--- config.mk ---
export PLATFORM = sky130hd
export DESIGN_NAME = photon_coincidence_pair_finder
export DESIGN_NICKNAME = d
export VERILOG_FILES = /design/src/design/pcpf_pkg.sv /design/src/design/pcpf_ram.sv /design/src/design/pcpf_hit_queue.sv /design/src/design/pcpf_scanner.sv /design/src/design/photon_coincidence_pair_finder.sv
export SDC_FILE = /design/constraint.sdc
export NUM_CORES = 2
export LEC_CHECK = 0
export BUFFER_PORTS_ARGS = -buffer_cell sky130_fd_sc_hd__buf_2
export CAP_MARGIN = 20
export CORE_AREA = 2 2 416 624
export CTS_BUF_LIST = sky130_fd_sc_hd__clkbuf_8
export DETAILED_ROUTE_END_ITERATION = 12
export DIE_AREA = 0 0 418 626
export PLACE_DENSITY = 0.54
export SETUP_SLACK_MARGIN = 0.4
export SYNTH_ARGS = -nofsm -noshare
export SYNTH_HDL_FRONTEND = slang
export SYNTH_SLANG_ARGS = --single-unit
--- constraint.sdc ---
create_clock -name clk -period 16 [get_ports clk]
set_input_delay 3.2 -clock clk [delete_from_list [all_inputs] [get_ports clk]]
set_output_delay 3.2 -clock clk [all_outputs]
set_load 0.05 [all_outputs]
--- src/design/pcpf_pkg.sv ---
// Shared types and constants for the photon coincidence pair finder.
// Used by every module of the block but pcpf_ram; depends on nothing else.
`timescale 1ns / 1ps
`default_nettype none

package pcpf_pkg;

  // Ring of recent hits and the significant bits of a stored timestamp.
  localparam int RING_DEPTH = 16;
  localparam int TIME_BITS  = 48;

  // Fixed field widths of the interface.
  localparam int TIME_W     = 48;
  localparam int REGION_W   = 10;
  localparam int TAG_W      = 16;
  localparam int WINDOW_W   = 24;
  localparam int CFG_IDX_W  = 2;
  localparam int CFG_DATA_W = 48;

  localparam int RING_IDX_W  = (RING_DEPTH > 1) ? $clog2(RING_DEPTH) : 1;
  localparam int HIT_Q_DEPTH = 4;
  localparam int HIT_Q_PTR_W = $clog2(HIT_Q_DEPTH);

  // Timestamps keep only TIME_BITS bits when that is below the port width.
  localparam logic [TIME_W-1:0] TIME_MASK =
    (TIME_BITS >= TIME_W) ? {TIME_W{1'b1}} : TIME_W'((64'd1 << TIME_BITS) - 64'd1);

  // Configuration register indexes.
  localparam logic [CFG_IDX_W-1:0] REG_WINDOW      = 2'd0;
  localparam logic [CFG_IDX_W-1:0] REG_FRAME_START = 2'd1;
  localparam logic [CFG_IDX_W-1:0] REG_FRAME_END   = 2'd2;

  localparam logic [WINDOW_W-1:0] WINDOW_RESET      = 24'd3000;
  localparam logic [TIME_W-1:0]   FRAME_START_RESET = '0;
  localparam logic [TIME_W-1:0]   FRAME_END_RESET   = {TIME_W{1'b1}};

  typedef struct packed {
    logic [TIME_W-1:0]   hit_time;
    logic [REGION_W-1:0] hit_region;
    logic [TAG_W-1:0]    hit_tag;
  } hit_t;

  localparam int HIT_W = $bits(hit_t);

  typedef struct packed {
    hit_t first;
    hit_t second;
    logic last;
  } pair_t;

  typedef struct packed {
    logic [WINDOW_W-1:0] window;
    logic [TIME_W-1:0]   frame_start;
    logic [TIME_W-1:0]   frame_end;
  } cfg_t;

  typedef struct packed {
    logic busy;
    logic pend_valid;
  } scan_status_t;

endpackage

`default_nettype wire

--- src/design/pcpf_ram.sv ---
// Generic single-write, single-read RAM with a registered read port.
// Stand-alone; holds the ring of stored hits.
`timescale 1ns / 1ps
`default_nettype none

module pcpf_ram #(
  parameter int WIDTH = 8,
  parameter int DEPTH = 16
) (
  input  wire logic                                   clk,
  input  wire logic                                   wr_en,
  input  wire logic [((DEPTH > 1) ? $clog2(DEPTH) : 1)-1:0] wr_addr,
  input  wire logic [WIDTH-1:0]                       wr_data,
  input  wire logic                                   rd_en,
  input  wire logic [((DEPTH > 1) ? $clog2(DEPTH) : 1)-1:0] rd_addr,
  output logic      [WIDTH-1:0]                       rd_data
);

  logic [WIDTH-1:0] mem_r [DEPTH];

  always_ff @(posedge clk) begin
    if (wr_en) begin
      mem_r[wr_addr] <= wr_data;
    end
    if (rd_en) begin
      rd_data <= mem_r[rd_addr];
    end
  end

endmodule

`default_nettype wire

--- src/design/pcpf_hit_queue.sv ---
// Front end: accepts hit requests, trims timestamps and queues them.
// Depends on pcpf_pkg.
`timescale 1ns / 1ps
`default_nettype none

module pcpf_hit_queue
  import pcpf_pkg::*;
(
  input  wire logic clk,
  input  wire logic rst_n,
  input  wire logic in_valid,
  output logic      in_stall,
  input  wire hit_t in_hit,
  input  wire logic pop,
  output hit_t      head,
  output logic      head_valid
);

  hit_t                 q_r [HIT_Q_DEPTH];
  logic [HIT_Q_PTR_W:0] wr_ptr_r;
  logic [HIT_Q_PTR_W:0] rd_ptr_r;
  logic                 full;
  logic                 empty;
  logic                 push;
  hit_t                 trimmed;

  assign empty = (wr_ptr_r == rd_ptr_r);
  assign full  = (wr_ptr_r[HIT_Q_PTR_W] != rd_ptr_r[HIT_Q_PTR_W]) &&
                 (wr_ptr_r[HIT_Q_PTR_W-1:0] == rd_ptr_r[HIT_Q_PTR_W-1:0]);

  assign in_stall   = full;
  assign push       = in_valid && !full;
  assign head_valid = !empty;
  assign head       = q_r[rd_ptr_r[HIT_Q_PTR_W-1:0]];

  always_comb begin
    trimmed          = in_hit;
    trimmed.hit_time = in_hit.hit_time & TIME_MASK;
  end

  always_ff @(posedge clk) begin
    if (!rst_n) begin
      wr_ptr_r <= '0;
      rd_ptr_r <= '0;
    end else begin
      if (push) begin
        wr_ptr_r <= wr_ptr_r + 1'b1;
      end
      if (pop && !empty) begin
        rd_ptr_r <= rd_ptr_r + 1'b1;
      end
    end
  end

  always_ff @(posedge clk) begin
    if (push) begin
      q_r[wr_ptr_r[HIT_Q_PTR_W-1:0]] <= trimmed;
    end
  end

endmodule

`default_nettype wire

--- src/design/pcpf_scanner.sv ---
// Back end: scans the ring of stored hits for each queued hit, emits pairs
// and writes the hit into the ring. Depends on pcpf_pkg and pcpf_ram.
`timescale 1ns / 1ps
`default_nettype none

module pcpf_scanner
  import pcpf_pkg::*;
(
  input  wire logic   clk,
  input  wire logic   rst_n,
  input  wire hit_t   head,
  input  wire logic   head_valid,
  output logic        pop,
  input  wire cfg_t   cfg,
  output logic        out_valid,
  input  wire logic   out_stall,
  output pair_t       out_pair,
  output scan_status_t status
);

  typedef enum logic [3:0] {
    ST_IDLE   = 4'b0001,
    ST_SCAN   = 4'b0010,
    ST_DRAIN  = 4'b0100,
    ST_COMMIT = 4'b1000
  } scan_state_t;

  localparam logic [RING_IDX_W:0]   DEPTH_L = (RING_IDX_W + 1)'(RING_DEPTH);
  localparam logic [RING_IDX_W-1:0] LAST_K  = RING_IDX_W'(RING_DEPTH - 1);

  scan_state_t            state_r;
  scan_state_t            state_nxt;
  hit_t                   cur_r;
  logic [RING_IDX_W-1:0]  k_r;
  logic [RING_IDX_W-1:0]  wp_r;
  logic [RING_DEPTH-1:0]  valid_r;
  logic                   s1_v_r;
  logic                   s2_v_r;
  logic                   s2_same_r;
  logic                   s2_first_r;
  logic [TIME_W-1:0]      s2_diff_r;
  hit_t                   s2_hit_r;
  logic                   pend_v_r;
  pair_t                  pend_r;
  logic                   out_v_r;
  pair_t                  out_r;

  logic [RING_IDX_W:0]    idx_sum;
  logic [RING_IDX_W:0]    idx_wrap;
  logic [RING_IDX_W-1:0]  rd_idx;
  logic [HIT_W-1:0]       rd_word;
  hit_t                   rd_hit;
  logic [TIME_W:0]        sub_st;
  logic [TIME_W:0]        sub_ts;
  logic [TIME_W-1:0]      abs_diff;
  logic [TIME_W-1:0]      s2_ft;
  logic                   s2_match;
  logic                   issue;
  logic                   en;
  logic                   out_free;
  logic                   commit_go;
  logic                   load_mid;
  logic                   load_last;
  pair_t                  new_pair;

  // Entry k of the scan sits k places after the write pointer: oldest first.
  assign idx_sum  = {1'b0, wp_r} + {1'b0, k_r};
  assign idx_wrap = (idx_sum >= DEPTH_L) ? (idx_sum - DEPTH_L) : idx_sum;
  assign rd_idx   = idx_wrap[RING_IDX_W-1:0];

  assign issue = (state_r == ST_SCAN);
  assign pop   = (state_r == ST_IDLE) && head_valid;

  pcpf_ram #(
    .WIDTH (HIT_W),
    .DEPTH (RING_DEPTH)
  ) u_ring (
    .clk     (clk),
    .wr_en   (commit_go),
    .wr_addr (wp_r),
    .wr_data (cur_r),
    .rd_en   (en),
    .rd_addr (rd_idx),
    .rd_data (rd_word)
  );

  assign rd_hit = hit_t'(rd_word);

  // Absolute time difference, taken from whichever subtraction does not borrow.
  assign sub_st   = {1'b0, rd_hit.hit_time} - {1'b0, cur_r.hit_time};
  assign sub_ts   = {1'b0, cur_r.hit_time} - {1'b0, rd_hit.hit_time};
  assign abs_diff = sub_st[TIME_W] ? sub_ts[TIME_W-1:0] : sub_st[TIME_W-1:0];

  assign s2_ft    = s2_first_r ? s2_hit_r.hit_time : cur_r.hit_time;
  assign s2_match = s2_v_r && !s2_same_r &&
                    (s2_diff_r <= TIME_W'(cfg.window)) &&
                    (s2_ft >= cfg.frame_start) && (s2_ft < cfg.frame_end);

  always_comb begin
    new_pair.first  = s2_first_r ? s2_hit_r : cur_r;
    new_pair.second = s2_first_r ? cur_r : s2_hit_r;
    new_pair.last   = 1'b0;
  end

  // A pair is held back one match so that the final one can be flagged; the
  // scan pipeline halts only when that held pair has nowhere to go.
  assign out_free  = !out_v_r || !out_stall;
  assign en        = !(s2_match && pend_v_r && !out_free);
  assign commit_go = (state_r == ST_COMMIT) && (!pend_v_r || out_free);
  assign load_mid  = en && s2_match && pend_v_r;
  assign load_last = commit_go && pend_v_r;

  always_comb begin
    state_nxt = state_r;
    unique case (state_r)
      ST_IDLE: begin
        if (head_valid) begin
          state_nxt = ST_SCAN;
        end
      end
      ST_SCAN: begin
        if (en && (k_r == LAST_K)) begin
          state_nxt = ST_DRAIN;
        end
      end
      ST_DRAIN: begin
        if (!s1_v_r && !s2_v_r) begin
          state_nxt = ST_COMMIT;
        end
      end
      ST_COMMIT: begin
        if (commit_go) begin
          state_nxt = ST_IDLE;
        end
      end
      default: begin
        state_nxt = ST_IDLE;
      end
    endcase
  end

  always_ff @(posedge clk) begin
    if (!rst_n) begin
      state_r  <= ST_IDLE;
      k_r      <= '0;
      wp_r     <= '0;
      valid_r  <= '0;
      s1_v_r   <= 1'b0;
      s2_v_r   <= 1'b0;
      pend_v_r <= 1'b0;
      out_v_r  <= 1'b0;
    end else begin
      state_r <= state_nxt;
      if (pop) begin
        k_r <= '0;
      end else if (issue && en) begin
        k_r <= k_r + 1'b1;
      end
      if (en) begin
        s1_v_r <= issue && valid_r[rd_idx];
        s2_v_r <= s1_v_r;
      end
      if (en && s2_match) begin
        pend_v_r <= 1'b1;
      end else if (commit_go) begin
        pend_v_r <= 1'b0;
      end
      if (load_mid || load_last) begin
        out_v_r <= 1'b1;
      end else if (!out_stall) begin
        out_v_r <= 1'b0;
      end
      if (commit_go) begin
        valid_r[wp_r] <= 1'b1;
        wp_r          <= (wp_r == LAST_K) ? '0 : (wp_r + 1'b1);
      end
    end
  end

  always_ff @(posedge clk) begin
    if (pop) begin
      cur_r <= head;
    end
    if (en) begin
      s2_same_r  <= (rd_hit.hit_region == cur_r.hit_region);
      s2_first_r <= (rd_hit.hit_region > cur_r.hit_region);
      s2_diff_r  <= abs_diff;
      s2_hit_r   <= rd_hit;
    end
    if (en && s2_match) begin
      pend_r <= new_pair;
    end
    if (load_mid || load_last) begin
      out_r.first  <= pend_r.first;
      out_r.second <= pend_r.second;
      out_r.last   <= load_last;
    end
  end

  assign out_valid         = out_v_r;
  assign out_pair          = out_r;
  assign status.busy       = (state_r != ST_IDLE);
  assign status.pend_valid = pend_v_r;

endmodule

`default_nettype wire

--- src/design/photon_coincidence_pair_finder.sv ---
// Top level of the photon coincidence pair finder: configuration registers,
// hit queue and ring scanner. Depends on pcpf_pkg, pcpf_hit_queue, pcpf_scanner.
`timescale 1ns / 1ps
`default_nettype none

// Each accepted hit is matched against the last RING_DEPTH hits (oldest first)
// and produces one output request per coincident pair, the final one marked
// with out_last_pair; the hit then replaces the oldest ring entry. The scanner
// reads one ring entry per cycle from a memory with a registered read port,
// unless a held pair is blocked by an output stall, and takes no new hit until
// the current one is written into the ring. A four-deep hit queue takes input
// requests while the scanner is busy. Configuration is always ready and must
// be written only while no hit is in flight.
module photon_coincidence_pair_finder
  import pcpf_pkg::*;
(
  input  wire logic                  clk,
  input  wire logic                  rst_n,
  input  wire logic                  in_valid,
  output logic                       in_stall,
  input  wire logic [TIME_W-1:0]     in_hit_time,
  input  wire logic [REGION_W-1:0]   in_hit_region,
  input  wire logic [TAG_W-1:0]      in_hit_tag,
  output logic                       out_valid,
  input  wire logic                  out_stall,
  output logic [TIME_W-1:0]          out_first_time,
  output logic [REGION_W-1:0]        out_first_region,
  output logic [TAG_W-1:0]           out_first_tag,
  output logic [TIME_W-1:0]          out_second_time,
  output logic [REGION_W-1:0]        out_second_region,
  output logic [TAG_W-1:0]           out_second_tag,
  output logic                       out_last_pair,
  input  wire logic                  cfg_valid,
  output logic                       cfg_ready,
  input  wire logic [CFG_IDX_W-1:0]  cfg_index,
  input  wire logic [CFG_DATA_W-1:0] cfg_data
);

  cfg_t         cfg_r;
  hit_t         in_hit;
  hit_t         head;
  logic         head_valid;
  logic         pop;
  pair_t        out_pair;
  scan_status_t status;

  assign cfg_ready = 1'b1;

  always_ff @(posedge clk) begin
    if (!rst_n) begin
      cfg_r.window      <= WINDOW_RESET;
      cfg_r.frame_start <= FRAME_START_RESET;
      cfg_r.frame_end   <= FRAME_END_RESET;
    end else if (cfg_valid && cfg_ready) begin
      unique case (cfg_index)
        REG_WINDOW:      cfg_r.window      <= cfg_data[WINDOW_W-1:0];
        REG_FRAME_START: cfg_r.frame_start <= cfg_data[TIME_W-1:0];
        REG_FRAME_END:   cfg_r.frame_end   <= cfg_data[TIME_W-1:0];
        default: begin
        end
      endcase
    end
  end

  assign in_hit.hit_time   = in_hit_time;
  assign in_hit.hit_region = in_hit_region;
  assign in_hit.hit_tag    = in_hit_tag;

  pcpf_hit_queue u_queue (
    .clk        (clk),
    .rst_n      (rst_n),
    .in_valid   (in_valid),
    .in_stall   (in_stall),
    .in_hit     (in_hit),
    .pop        (pop),
    .head       (head),
    .head_valid (head_valid)
  );

  pcpf_scanner u_scanner (
    .clk        (clk),
    .rst_n      (rst_n),
    .head       (head),
    .head_valid (head_valid),
    .pop        (pop),
    .cfg        (cfg_r),
    .out_valid  (out_valid),
    .out_stall  (out_stall),
    .out_pair   (out_pair),
    .status     (status)
  );

  assign out_first_time    = out_pair.first.hit_time;
  assign out_first_region  = out_pair.first.hit_region;
  assign out_first_tag     = out_pair.first.hit_tag;
  assign out_second_time   = out_pair.second.hit_time;
  assign out_second_region = out_pair.second.hit_region;
  assign out_second_tag    = out_pair.second.hit_tag;
  assign out_last_pair     = out_pair.last;

  // No pair may be left behind once the scanner returns to idle.
  a_idle_no_pending: assert property (@(posedge clk) disable iff (!rst_n)
    !status.busy |-> !status.pend_valid)
    else $error("pending pair held while scanner idle");

  a_reset_clears_out: assert property (@(posedge clk)
    !rst_n |=> !out_valid)
    else $error("output valid after reset");

  a_window_write: assert property (@(posedge clk) disable iff (!rst_n)
    (cfg_valid && cfg_ready && (cfg_index == REG_WINDOW)) |=>
      (cfg_r.window == $past(cfg_data[WINDOW_W-1:0])))
    else $error("window register not updated by write");

endmodule

`default_nettype wire

==> results.json <==
{
  "outcome": "complete, no violations",
  "worstMarginPinSlew_ns": 1.07,
  "crit_start": "u_scanner.s2_first_r$_DFFE_PN_",
  "synth_top_area_share_pct": 68.9,
  "peakVddDrop_mv": 0.101,
  "holdPathEnd": "u_scanner.out_pair[140]$_DFFE_PP_",
  "cp_data_arrival_time_ns": 6.98,
  "grt_setup_unrepaired": "no",
  "layout_common_cells": "edfxtp_1, nand2_1, mux4_2",
  "routedWlPerCell_um": 24.4,
  "grt_pass1_vias": 50260,
  "clock_sinks": 2207,
  "relSlewSlack_pct": 28.5,
  "critPathMaxFanout": 78,
  "postLayoutCoreUtil_pct": 39.6,
  "min_path_cells": 0,
  "synthToLayoutAreaGrowth_pct": 13.7,
  "slew_violations": 0,
  "syn-mean-instance-area_um2": 17.0,
  "async_flop_share_pct": 0,
  "fp.dieH_um": 626,
  "cellPowerDensity_nw_per_um2": 152,
  "num_rows": 228,
  "setup_ws_ns": 9.55,
  "fin_area_um2": 102000,
  "maxCapViolCount": 0,
  "min_path_type": "flip-flop to flip-flop",
  "antenna_found_initial": 37,
  "cts_tree": "yes",
  "avgViaCountPerCell": 5.10,
  "die_w_um": 418,
  "drive_gt1_share_pct": 22.9,
  "syn_inst": 5247,
  "ioPinCount": 281,
  "netlist_area_um2": 89200,
  "synth_cell_types": 91,
  "hold-worst-slack_ns": 0.379,
  "nets": 6106,
  "r2r_slack_ns": 9.55,
  "core_area_um2": 256000,
  "cts-root-buf": "clkbuf_8",
  "hold_start": "u_scanner.pend_r[140]$_DFFE_PP_",
  "clkTransAtPathRegs_ns": 0.07,
  "start_util_pct": 34.8,
  "min_period_ns": 6.45,
  "port_buffers": 279,
  "yosys_register_bits": 2207,
  "postCtsHoldBufs": 0,
  "track_usage_pct": 17.2,
  "synth_top_flop_cell": "edfxtp_1",
  "setup.worst_path.end_class": "flip-flop",
  "pre_cts_ws_ns": 9.37,
  "drt_iter0_markers": 3539,
  "placed_area_um2": 95000,
  "hpwl_mm": 146,
  "startpoint_type": "flip-flop",
  "r2r-start": "u_scanner.s2_first_r$_DFFE_PN_",
  "grt-ovfl-total": 0,
  "final_common_cell": "edfxtp_1",
  "ys_seq_area_share_pct": 72.5,
  "htreeDepth": 5,
  "synth_edf_count": 2049,
  "r2r_cells": 15,
  "grt_pass1_wl_mm": 335,
  "insertion_delay_ns": 0.97,
  "design.die.area_um2": 262000,
  "r2r-end": "u_scanner.u_ring.rd_data[25]$_DFFE_PN_",
  "drc_errors": 0,
  "cts_setup_buffers": 0,
  "numCtsBuffers": 339,
  "routed_wl_mm": 228,
  "cp.required_ns": 16.53,
  "setup_violations": 0,
  "antenna_left": 0,
  "leakage_nw": 35.3,
  "cts_resized": 0,
  "criticalPathCategory": "flip-flop to flip-flop",
  "fin_crit_sh_pct": 40.3,
  "final_hold_viol_count": 0,
  "finClkSkew_ns": 0.108,
  "via_count": 47626,
  "grt_max_degree": 148,
  "synth_top_area_cell": "edfxtp_1",
  "synthTopCellsByArea": "edfxtp_1, mux4_2, dfxtp_1",
  "syn_nets": 5616,
  "setup_tns_ns": 0,
  "ys_warn_count": 0,
  "clock.fmax_ghz": 0.155,
  "cts_max_path_buffers": 4,
  "finalWeightedCongestion": 0.910,
  "dr.pass1.iters": 5
}
synth_stat cells (10+ instances only):
master,n
ha_1,237
and2_1,11
o211ai_1,68
a31oi_1,85
nand3_1,28
nand2_1,637
buf_1,43
mux2_2,92
a21oi_1,154
inv_1,255
xor2_1,24
clkbuf_1,156
buf_4,10
o21a_1,28
and3_1,83
nor3_1,22
nand4_1,50
o21bai_1,13
dfxtp_1,158
edfxtp_1,2049
nor2b_1,20
nand2b_1,13
mux2i_1,13
nor2_1,93
mux4_2,374
a211oi_1,24
xnor2_1,38
buf_2,39
or3_1,10
o21ai_0,137
a21o_1,94
a21boi_0,69
kinds of logic after synthesis:
logic type      share of synthesized area [%]
compound gates                           5.48
xor+xnor                                0.608
fa+ha+maj                                3.39
buf+inv                                  2.24
flops                                    72.5
mux                                      10.8
other cells                           0.00420
simple gates                             5.02
metrics by stage:
stage	power [mW]	instances
after floorplan	9.71	5247
after global placement	11.0	8727
after detailed placement	11.1	8729
after CTS	15.7	9335
after global routing	16.2	9341
final	15.5	9347
worst max-delay path, stage by stage, from the launching register on:
cell	delay (ns)
edfxtp_1	0.32
buf_4	0.36
buf_4	0.71
buf_4	0.65
o21ai_0	0.30
ha_1	0.36
a21o_1	0.16
a21o_1	0.17
a21oi_1	0.26
nor2_1	0.07
nor2_1	0.30
o211a_1	0.27
a2111oi_1	0.07
buf_4	0.21
nand2_4	0.73
buf_4	0.87
state kept, by name, summed over array words and instances, names as in the netlist, 3 cells and up:
signal and count:
cfg_r 120, u_queue.q_r 296, u_queue.rd_ptr_r 3, u_queue.wr_ptr_r 3, u_scanner.cur_r 74, u_scanner.k_r 4, u_scanner.out_pair 149, u_scanner.pend_r 148
u_scanner.s2_diff_r 48, u_scanner.s2_hit_r 74, u_scanner.state_r 4, u_scanner.u_ring.mem_r 1184, u_scanner.u_ring.rd_data 74, u_scanner.valid_r 16, u_scanner.wp_r 4
worst max-delay path by stage:
stage	to	slack, ns
5_1_grt	u_scanner.pend_r[72]$_DFFE_PP_	9.03
3_5_place_dp	u_scanner.u_ring.mem_r[11][29]$_DFFE_PP_	9.37
2_1_floorplan	u_scanner.out_pair[0]$_DFFE_PP_	4.42
4_1_cts	u_scanner.u_ring.rd_data[25]$_DFFE_PN_	9.34
6_report	u_scanner.u_ring.rd_data[25]$_DFFE_PN_	9.55
3_3_place_gp	u_scanner.u_ring.mem_r[11][29]$_DFFE_PP_	9.45
per-layer routing:
layer  part of all wire, %  global-route usage (%)  wire, um
met1                    42                    21.8     94600
met2                    51                    30.0    115000
met3                   4.9                    2.87     11200
met4                   2.8                    5.20      6390
met5                 0.068                       0       155
area by class of cell:
type                            instances  area (um2)
Antenna cell                           10        25.0
Timing Repair Buffer                  400        2400
Fill cell                           23506      155000
Clock inverter                        249        1550
Clock buffer                          357        4910
Sequential cell                      2207       64700
Multi-Input combinational cell       2534       22800
Inverter                              255         962
Tap cell                             3335        4170
report_power, final:
part	switching [mW]	leakage (nW)	internal [mW]
clock network	2.20	3.63	2.35
logic	2.17	11.5	1.19
registers	0.363	20.1	7.20
Note: power is estimated with default switching activity, not from simulation.
